===== src/hw/rtl/fls_pkg.sv =====
package fls_pkg;

  localparam int unsigned GROUP_DEF = 8;
  localparam int unsigned DIM_W     = 13;
  localparam int unsigned CNT_W     = 12;
  localparam int unsigned ADDR_W    = 32;
  localparam int unsigned DATA_W    = 16;
  localparam int unsigned IDX_W     = 3;
  localparam int unsigned MAX_DIM   = 4096;

  typedef enum logic [IDX_W-1:0] {
    REG_HEIGHT       = 3'd0,
    REG_WIDTH        = 3'd1,
    REG_CHANNELS     = 3'd2,
    REG_BASE         = 3'd3,
    REG_ROW_STRIDE   = 3'd4,
    REG_GROUP_STRIDE = 3'd5
  } cfg_reg_e;

  // effective configuration: last index of each dimension plus address terms
  typedef struct packed {
    logic [CNT_W-1:0]  last_row;
    logic [CNT_W-1:0]  last_col;
    logic [CNT_W-1:0]  last_ch;
    logic [ADDR_W-1:0] base;
    logic [ADDR_W-1:0] row_stride;
    logic [ADDR_W-1:0] group_stride;
  } cfg_t;

endpackage


===== src/hw/rtl/fls_cfg_regs.sv =====
module fls_cfg_regs (
  input  logic                            clk_i,
  input  logic                            rst_ni,
  input  logic                            cfg_valid_i,
  output logic                            cfg_ready_o,
  input  logic [fls_pkg::IDX_W-1:0]       cfg_index_i,
  input  logic [fls_pkg::ADDR_W-1:0]      cfg_data_i,
  output fls_pkg::cfg_t                   cfg_o,
  output fls_pkg::cfg_t                   cfg_next_o
);

  logic [fls_pkg::DIM_W-1:0]  height_q, height_d;
  logic [fls_pkg::DIM_W-1:0]  width_q, width_d;
  logic [fls_pkg::DIM_W-1:0]  chans_q, chans_d;
  logic [fls_pkg::ADDR_W-1:0] base_q, base_d;
  logic [fls_pkg::ADDR_W-1:0] rstride_q, rstride_d;
  logic [fls_pkg::ADDR_W-1:0] gstride_q, gstride_d;

  // zero acts as one, anything above the maximum acts as the maximum
  function automatic logic [fls_pkg::CNT_W-1:0] last_idx(input logic [fls_pkg::DIM_W-1:0] dim);
    logic [fls_pkg::CNT_W-1:0] res;
    if (dim == '0) begin
      res = '0;
    end else if (dim > fls_pkg::DIM_W'(fls_pkg::MAX_DIM)) begin
      res = fls_pkg::CNT_W'(fls_pkg::MAX_DIM - 1);
    end else begin
      res = fls_pkg::CNT_W'(dim - fls_pkg::DIM_W'(1));
    end
    return res;
  endfunction

  assign cfg_ready_o = 1'b1;

  always_comb begin
    height_d  = height_q;
    width_d   = width_q;
    chans_d   = chans_q;
    base_d    = base_q;
    rstride_d = rstride_q;
    gstride_d = gstride_q;
    if (cfg_valid_i) begin
      case (cfg_index_i)
        fls_pkg::REG_HEIGHT:       height_d  = cfg_data_i[fls_pkg::DIM_W-1:0];
        fls_pkg::REG_WIDTH:        width_d   = cfg_data_i[fls_pkg::DIM_W-1:0];
        fls_pkg::REG_CHANNELS:     chans_d   = cfg_data_i[fls_pkg::DIM_W-1:0];
        fls_pkg::REG_BASE:         base_d    = cfg_data_i;
        fls_pkg::REG_ROW_STRIDE:   rstride_d = cfg_data_i;
        fls_pkg::REG_GROUP_STRIDE: gstride_d = cfg_data_i;
        default: ;
      endcase
    end
  end

  always_ff @(posedge clk_i or negedge rst_ni) begin
    if (!rst_ni) begin
      height_q  <= fls_pkg::DIM_W'(1);
      width_q   <= fls_pkg::DIM_W'(1);
      chans_q   <= fls_pkg::DIM_W'(1);
      base_q    <= '0;
      rstride_q <= '0;
      gstride_q <= '0;
    end else begin
      height_q  <= height_d;
      width_q   <= width_d;
      chans_q   <= chans_d;
      base_q    <= base_d;
      rstride_q <= rstride_d;
      gstride_q <= gstride_d;
    end
  end

  always_comb begin
    cfg_o.last_row     = last_idx(height_q);
    cfg_o.last_col     = last_idx(width_q);
    cfg_o.last_ch      = last_idx(chans_q);
    cfg_o.base         = base_q;
    cfg_o.row_stride   = rstride_q;
    cfg_o.group_stride = gstride_q;

    cfg_next_o.last_row     = last_idx(height_d);
    cfg_next_o.last_col     = last_idx(width_d);
    cfg_next_o.last_ch      = last_idx(chans_d);
    cfg_next_o.base         = base_d;
    cfg_next_o.row_stride   = rstride_d;
    cfg_next_o.group_stride = gstride_d;
  end

endmodule


===== src/hw/rtl/fls_addr_gen.sv =====
module fls_addr_gen #(
  parameter int unsigned GROUP  = fls_pkg::GROUP_DEF,
  parameter int unsigned SLOT_W = $clog2(GROUP)
) (
  input  logic                        clk_i,
  input  logic                        rst_ni,
  input  logic                        adv_i,
  input  fls_pkg::cfg_t               cfg_i,
  input  fls_pkg::cfg_t               cfg_next_i,
  output logic [fls_pkg::ADDR_W-1:0]  first_addr_o,
  output logic [SLOT_W-1:0]           npad_o,
  output logic                        last_elem_o
);

  localparam int unsigned CW    = fls_pkg::CNT_W;
  localparam int unsigned AW    = fls_pkg::ADDR_W;
  localparam int unsigned GRP_W = $clog2((fls_pkg::MAX_DIM - 1) / GROUP + 1);

  logic [CW-1:0]     row_q, row_d;
  logic [CW-1:0]     col_q, col_d;
  logic [CW-1:0]     ch_q, ch_d;
  logic [SLOT_W-1:0] slot_q, slot_d;
  logic [GRP_W-1:0]  grp_q, grp_d;
  logic [AW-1:0]     row_off_q, grp_off_q, pix_off_q;
  logic [CW+AW-1:0]  row_prod;
  logic [GRP_W+AW-1:0] grp_prod;
  logic [AW-1:0]     pix_off_d;
  logic              last_ch, last_col, last_row;

  assign last_ch  = ch_q >= cfg_i.last_ch;
  assign last_col = col_q >= cfg_i.last_col;
  assign last_row = row_q >= cfg_i.last_row;

  always_comb begin
    row_d  = row_q;
    col_d  = col_q;
    ch_d   = ch_q;
    slot_d = slot_q;
    grp_d  = grp_q;
    if (adv_i) begin
      if (last_ch) begin
        ch_d   = '0;
        slot_d = '0;
        grp_d  = '0;
        if (last_col) begin
          col_d = '0;
          row_d = last_row ? '0 : row_q + CW'(1);
        end else begin
          col_d = col_q + CW'(1);
        end
      end else begin
        ch_d = ch_q + CW'(1);
        if (slot_q == SLOT_W'(GROUP - 1)) begin
          slot_d = '0;
          grp_d  = grp_q + GRP_W'(1);
        end else begin
          slot_d = slot_q + SLOT_W'(1);
        end
      end
    end
  end

  // offsets for the coming item, computed from the next counter values and registered together with the counters
  assign row_prod  = row_d * cfg_next_i.row_stride;
  assign grp_prod  = grp_d * cfg_next_i.group_stride;
  assign pix_off_d = (AW'(col_d) * AW'(GROUP) + AW'(slot_d)) << 1;

  always_ff @(posedge clk_i or negedge rst_ni) begin
    if (!rst_ni) begin
      row_q     <= '0;
      col_q     <= '0;
      ch_q      <= '0;
      slot_q    <= '0;
      grp_q     <= '0;
      row_off_q <= '0;
      grp_off_q <= '0;
      pix_off_q <= '0;
    end else begin
      row_q     <= row_d;
      col_q     <= col_d;
      ch_q      <= ch_d;
      slot_q    <= slot_d;
      grp_q     <= grp_d;
      row_off_q <= row_prod[AW-1:0];
      grp_off_q <= grp_prod[AW-1:0];
      pix_off_q <= pix_off_d;
    end
  end

  assign first_addr_o = cfg_i.base + grp_off_q + row_off_q + pix_off_q;
  assign npad_o       = last_ch ? SLOT_W'(GROUP - 1) - slot_q : '0;
  assign last_elem_o  = last_ch & last_col & last_row;

endmodule


===== src/hw/rtl/fls_write_seq.sv =====
module fls_write_seq #(
  parameter int unsigned GROUP  = fls_pkg::GROUP_DEF,
  parameter int unsigned SLOT_W = $clog2(GROUP)
) (
  input  logic                               clk_i,
  input  logic                               rst_ni,
  input  logic                               in_valid_i,
  output logic                               in_stall_o,
  output logic                               accept_o,
  input  logic signed [fls_pkg::DATA_W-1:0]  element_value_i,
  input  logic [fls_pkg::ADDR_W-1:0]         first_addr_i,
  input  logic [SLOT_W-1:0]                  npad_i,
  input  logic                               last_elem_i,
  output logic                               out_valid_o,
  input  logic                               out_stall_i,
  output logic [fls_pkg::ADDR_W-1:0]         write_address_o,
  output logic signed [fls_pkg::DATA_W-1:0]  write_value_o,
  output logic                               is_padding_o,
  output logic                               run_last_o,
  output logic                               tensor_done_o
);

  localparam int unsigned AW = fls_pkg::ADDR_W;

  logic                              valid_q, valid_d;
  logic [AW-1:0]                     addr_q, addr_d;
  logic signed [fls_pkg::DATA_W-1:0] value_q, value_d;
  logic                              pad_q, pad_d;
  logic [SLOT_W-1:0]                 rem_q, rem_d;
  logic                              done_q, done_d;
  logic                              out_fire, final_beat;

  assign out_fire   = valid_q & ~out_stall_i;
  assign final_beat = rem_q == '0;
  assign in_stall_o = valid_q & ~(out_fire & final_beat);
  assign accept_o   = in_valid_i & ~in_stall_o;

  always_comb begin
    valid_d = valid_q;
    addr_d  = addr_q;
    value_d = value_q;
    pad_d   = pad_q;
    rem_d   = rem_q;
    done_d  = done_q;
    if (accept_o) begin
      valid_d = 1'b1;
      addr_d  = first_addr_i;
      value_d = element_value_i;
      pad_d   = 1'b0;
      rem_d   = npad_i;
      done_d  = last_elem_i;
    end else if (out_fire) begin
      if (final_beat) begin
        valid_d = 1'b0;
      end else begin
        // next padding slot of the same group
        addr_d  = addr_q + AW'(2);
        value_d = '0;
        pad_d   = 1'b1;
        rem_d   = rem_q - SLOT_W'(1);
      end
    end
  end

  always_ff @(posedge clk_i or negedge rst_ni) begin
    if (!rst_ni) begin
      valid_q <= 1'b0;
    end else begin
      valid_q <= valid_d;
    end
  end

  always_ff @(posedge clk_i) begin
    addr_q  <= addr_d;
    value_q <= value_d;
    pad_q   <= pad_d;
    rem_q   <= rem_d;
    done_q  <= done_d;
  end

  assign out_valid_o     = valid_q;
  assign write_address_o = addr_q;
  assign write_value_o   = value_q;
  assign is_padding_o    = pad_q;
  assign run_last_o      = final_beat;
  assign tensor_done_o   = final_beat & done_q;

  a_pad_blocks_input: assert property (@(posedge clk_i) disable iff (!rst_ni)
    (valid_q && rem_q != '0) |-> in_stall_o)
    else $error("input taken while padding beats remain");

  a_pad_addr_step: assert property (@(posedge clk_i) disable iff (!rst_ni)
    (out_fire && !final_beat) |=> (valid_q && pad_q && addr_q == $past(addr_q) + AW'(2)))
    else $error("padding beat address not next slot");

  a_pad_zero: assert property (@(posedge clk_i) disable iff (!rst_ni)
    (valid_q && pad_q) |-> (value_q == '0))
    else $error("padding beat carries nonzero value");

  a_accept_loads: assert property (@(posedge clk_i) disable iff (!rst_ni)
    accept_o |=> (valid_q && !pad_q))
    else $error("accepted element not presented as data beat");

endmodule


===== src/hw/rtl/feature_layout_scatter.sv =====
// feature_layout_scatter: scatters 16-bit tensor elements, streamed in row,
// column, channel order, into a channel-grouped memory layout.
// input channel: in_valid_i / in_stall_o with element_value_i.
// output channel: out_valid_o / out_stall_i carrying one memory write per
// beat (write_address_o, write_value_o, is_padding_o, run_last_o,
// tensor_done_o).
// config channel: cfg_valid_i / cfg_ready_o with cfg_index_i and cfg_data_i;
// always ready, write only while no element is in flight.
// the first write of an element is registered and appears in the cycle after accept.
// throughput: one element per cycle while out_stall_i is low; an element that ends
// a pixel whose last channel sits in slot s of its group occupies GROUP - s output
// beats, set by the single output register that emits the zero padding writes.
// reset: dimensions go to 1, base and strides to 0, row, column and channel
// counters to 0, output empty.
// a stalled output holds its beat; the input is stalled while the output
// register is full and not emitting its final beat.
module feature_layout_scatter #(
  parameter int unsigned GROUP = fls_pkg::GROUP_DEF
) (
  input  logic                               clk_i,
  input  logic                               rst_ni,
  input  logic                               in_valid_i,
  output logic                               in_stall_o,
  input  logic signed [fls_pkg::DATA_W-1:0]  element_value_i,
  output logic                               out_valid_o,
  input  logic                               out_stall_i,
  output logic [fls_pkg::ADDR_W-1:0]         write_address_o,
  output logic signed [fls_pkg::DATA_W-1:0]  write_value_o,
  output logic                               is_padding_o,
  output logic                               run_last_o,
  output logic                               tensor_done_o,
  input  logic                               cfg_valid_i,
  output logic                               cfg_ready_o,
  input  logic [fls_pkg::IDX_W-1:0]          cfg_index_i,
  input  logic [fls_pkg::ADDR_W-1:0]         cfg_data_i
);

  localparam int unsigned SLOT_W = $clog2(GROUP);

  fls_pkg::cfg_t               cfg, cfg_next;
  logic                        accept;
  logic [fls_pkg::ADDR_W-1:0]  first_addr;
  logic [SLOT_W-1:0]           npad;
  logic                        last_elem;

  fls_cfg_regs u_cfg (
    .clk_i       (clk_i),
    .rst_ni      (rst_ni),
    .cfg_valid_i (cfg_valid_i),
    .cfg_ready_o (cfg_ready_o),
    .cfg_index_i (cfg_index_i),
    .cfg_data_i  (cfg_data_i),
    .cfg_o       (cfg),
    .cfg_next_o  (cfg_next)
  );

  fls_addr_gen #(
    .GROUP  (GROUP),
    .SLOT_W (SLOT_W)
  ) u_addr (
    .clk_i        (clk_i),
    .rst_ni       (rst_ni),
    .adv_i        (accept),
    .cfg_i        (cfg),
    .cfg_next_i   (cfg_next),
    .first_addr_o (first_addr),
    .npad_o       (npad),
    .last_elem_o  (last_elem)
  );

  fls_write_seq #(
    .GROUP  (GROUP),
    .SLOT_W (SLOT_W)
  ) u_seq (
    .clk_i           (clk_i),
    .rst_ni          (rst_ni),
    .in_valid_i      (in_valid_i),
    .in_stall_o      (in_stall_o),
    .accept_o        (accept),
    .element_value_i (element_value_i),
    .first_addr_i    (first_addr),
    .npad_i          (npad),
    .last_elem_i     (last_elem),
    .out_valid_o     (out_valid_o),
    .out_stall_i     (out_stall_i),
    .write_address_o (write_address_o),
    .write_value_o   (write_value_o),
    .is_padding_o    (is_padding_o),
    .run_last_o      (run_last_o),
    .tensor_done_o   (tensor_done_o)
  );

endmodule

===== config.mk =====
export PLATFORM = sky130hd
export DESIGN_NAME = feature_layout_scatter
export DESIGN_NICKNAME = d
export VERILOG_FILES = /design/src/hw/rtl/fls_pkg.sv /design/src/hw/rtl/fls_cfg_regs.sv /design/src/hw/rtl/fls_addr_gen.sv /design/src/hw/rtl/fls_write_seq.sv /design/src/hw/rtl/feature_layout_scatter.sv
export SDC_FILE = /design/constraint.sdc
export NUM_CORES = 2
export LEC_CHECK = 0
export BUFFER_PORTS_ARGS = -buffer_cell sky130_fd_sc_hd__buf_2
export CAP_MARGIN = 5
export CORE_MARGIN = 4
export CORE_UTILIZATION = 59
export DETAILED_ROUTE_END_ITERATION = 7
export GPL_TIMING_DRIVEN = 0
export PLACE_DENSITY_LB_ADDON = 0.25
export SYNTH_ARGS = -nofsm -noshare
export SYNTH_HDL_FRONTEND = slang
export SYNTH_HIERARCHICAL = 1
export SYNTH_SLANG_ARGS = --single-unit

===== constraint.sdc =====
create_clock -name clk_i -period 9 [get_ports clk_i]
set_input_delay 0.9 -clock clk_i [delete_from_list [all_inputs] [get_ports clk_i]]
set_output_delay 0.9 -clock clk_i [all_outputs]
set_load 0.1 [all_outputs]

==> results.cfg <==
[sta]
worst_slack_ns = -0.1781
tightest_slew_ns = 0.8660
period_needed_ns = 9.178
drv_slew = 0
finalSetupViolCount = 5
relSlewSlack_pct = 42.13
fin_skew_ns = 0.02573
timing.fmax_mhz = 109.0
finalHoldViolations = 0
min_period_over_period_pct = 102.0
rsz0062_at_grt = true

[global_route]
grtUsageTotal_pct = 29.57
grt_pass1_wl_um = 137200
antenna_found_initial = 1
grt_max_degree = 109
overflow = 0
first_global_vias = 25070

[cts]
worstSkewPairLatency_ns = 0.56
cts_tree = yes
root_buffer = clkbuf_16
cts_made_buffers = 37
clkSinkCount = 301
path_clk_slew_ns = 0.06
htreeDepth = 2
hold_buffers = 0
clock_path_buffers = 3

[cells_and_area]
diodes = 0
drive_above_1_share_pct = 15.30
final_nets = 4306
multi_input_area_um2 = 22640
area_growth_pct = 13.31
num-fill-cells = 4188
register_area_um2 = 7795

[worst_setup_path]
max_stage_delay_ns = 0.59
worstSetupStartpoint = u_cfg/chans_q[4]
cp_max_fo = 7
crit_arrival_ns = 9.61
crit_path_start_kind = flop
crit_path_end_kind = flop
path_class = flop to flop
critPathRequiredTime_ns = 9.43
critical-path-slowest-cell = fa_1
crit_path_frequent_cell = fa_1
r2r-start = u_cfg/chans_q[4]

[place]
post-place-ws_ns = -2.155
gp_congestion = 0.9596
dp_hpwl_um = 66360
port_buffers = 94

[status]
status = complete, but fails checks
failed_checks = setup timing

[floorplan]
die_h_um = 242.3
dieArea_um2 = 58690
core_area_um2 = 54030
start_util_pct = 59.93
ioPinCount = 110
num_rows = 85
die-width_um = 242.3

[detailed_routing]
drt-wirelength-per-cell_um = 19.90
finalWirelength_um = 86040
drc_errors = 0
drtIter0Drc = 1940
drt_pass1_iterations = 6
vias = 24610
postRouteAntennaNets = 0
drt-vias-per-instance = 5.691

[flow_run]
max-cap-violations = 0

[synthesis]
synth_area_per_cell_um2 = 9.537
synthCells = 3395
yosys_warnings = 6
mappedNetlistArea_um2 = 32380
syn-num-nets = 4100

[pwr]
peakVddDrop_mv = 0.3601
p_leak_nw = 17.58
powerDensity_nw_per_um2 = 244.5
power_mw = 8.969

[min_path]
hold_class = input pin to asynchronous set/reset pin
==> through the flow <==
step	cell area (um^2)	TNS (ns)	hold WS, ns	util, %	std cells
2_1_floorplan	32410	0	0.4692	-	3395
3_3_place_gp	33760	-44.50	0.4458	62.48	4185
3_5_place_dp	33850	-47.32	0.4532	62.66	4188
4_1_cts	36100	0	0.3065	66.82	4299
5_1_grt	36690	-2.941	0.3263	67.90	4324
6_report	36690	-0.5026	0.2928	67.90	4324
==> registers in the layout (all words and copies together), names as in the netlist, 13 cells and up <==
signal,flops
u_addr/grp_off_q,32
u_addr/row_off_q,32
u_cfg/base_q,32
u_cfg/chans_q,13
u_cfg/gstride_q,32
u_cfg/height_q,13
u_cfg/rstride_q,32
u_cfg/width_q,13
u_seq/write_address_o,32
u_seq/write_value_o,16
==> worst max-delay path: cells and delay by family (launching register included) <==
family	cells	cell delay, ns
flip-flops	1	0.43
buffers and inverters	8	0.86
AO/OA/AOI/OAI	9	1.77
XOR/XNOR	3	0.44
adder cells (fa/ha/maj)	7	3.08
AND/OR/NAND/NOR	12	2.47
==> cells in the final DEF, fill, tap and decap left out, drive strengths merged, types with 29 or more instances in the layout <==
master / n
a21o: 32
a21oi: 77
a31oi: 29
and2: 183
and3: 31
buf: 234
clkbuf: 144
dfrtp: 245
edfxtp: 52
fa: 465
ha: 184
inv: 551
mux2: 105
nand2: 570
nand3: 35
nor2: 125
o21ai: 104
xnor2: 115
xor2: 57
==> routing by layer <==
layer  global-route usage, %  wire, um  vias up  share of wire (%)
met5                       0         0        -                  0
met4                   11.73      3933        0                4.6
met3                   4.815      6749      225                7.8
met2                   48.25     40400      963                 47
met1                   40.04     34960    12360                 41
li1                        -         -    11060                  -
==> what timing repair did <==
action | in CTS | in global routing
resized for setup | 176 | 126
cloned | 0 | 0
setup endpoints to repair | 43 | 27
pin swaps | 73 | 71
buffers inserted | 49 | 30
==> power breakdown <==
group          internal (mW)  total, mW  switching [mW]
sequential              1.79       2.09           0.298
clock                  0.919       1.53           0.615
combinational           1.94       5.34            3.40
==> path summary, 6_finish.rpt <==
path	endpoint	slack, ns	depth (start not counted)
max in group asynchronous	u_cfg/rstride_q[22]	7.36	3
min	u_addr/ch_q[7]	0.29	1
min reg2reg	u_seq/is_padding_o	0.46	2
min in group clk_i	u_seq/is_padding_o	0.46	2
max reg2reg	u_addr/row_off_q[26]	-0.18	39
max	u_addr/row_off_q[26]	-0.18	39
==> cell type report <==
cell class | instances | share of cell area [%]
inverter | 549 | 5.617
buffer | 156 | 2.449
multi-input combinational | 2381 | 61.72
sequential | 301 | 21.25
tap | 696 | 2.374
timing repair buffer | 175 | 3.209
clock buffer | 47 | 2.882
clock inverter | 19 | 0.5048
(Power assumes the default switching activity.)
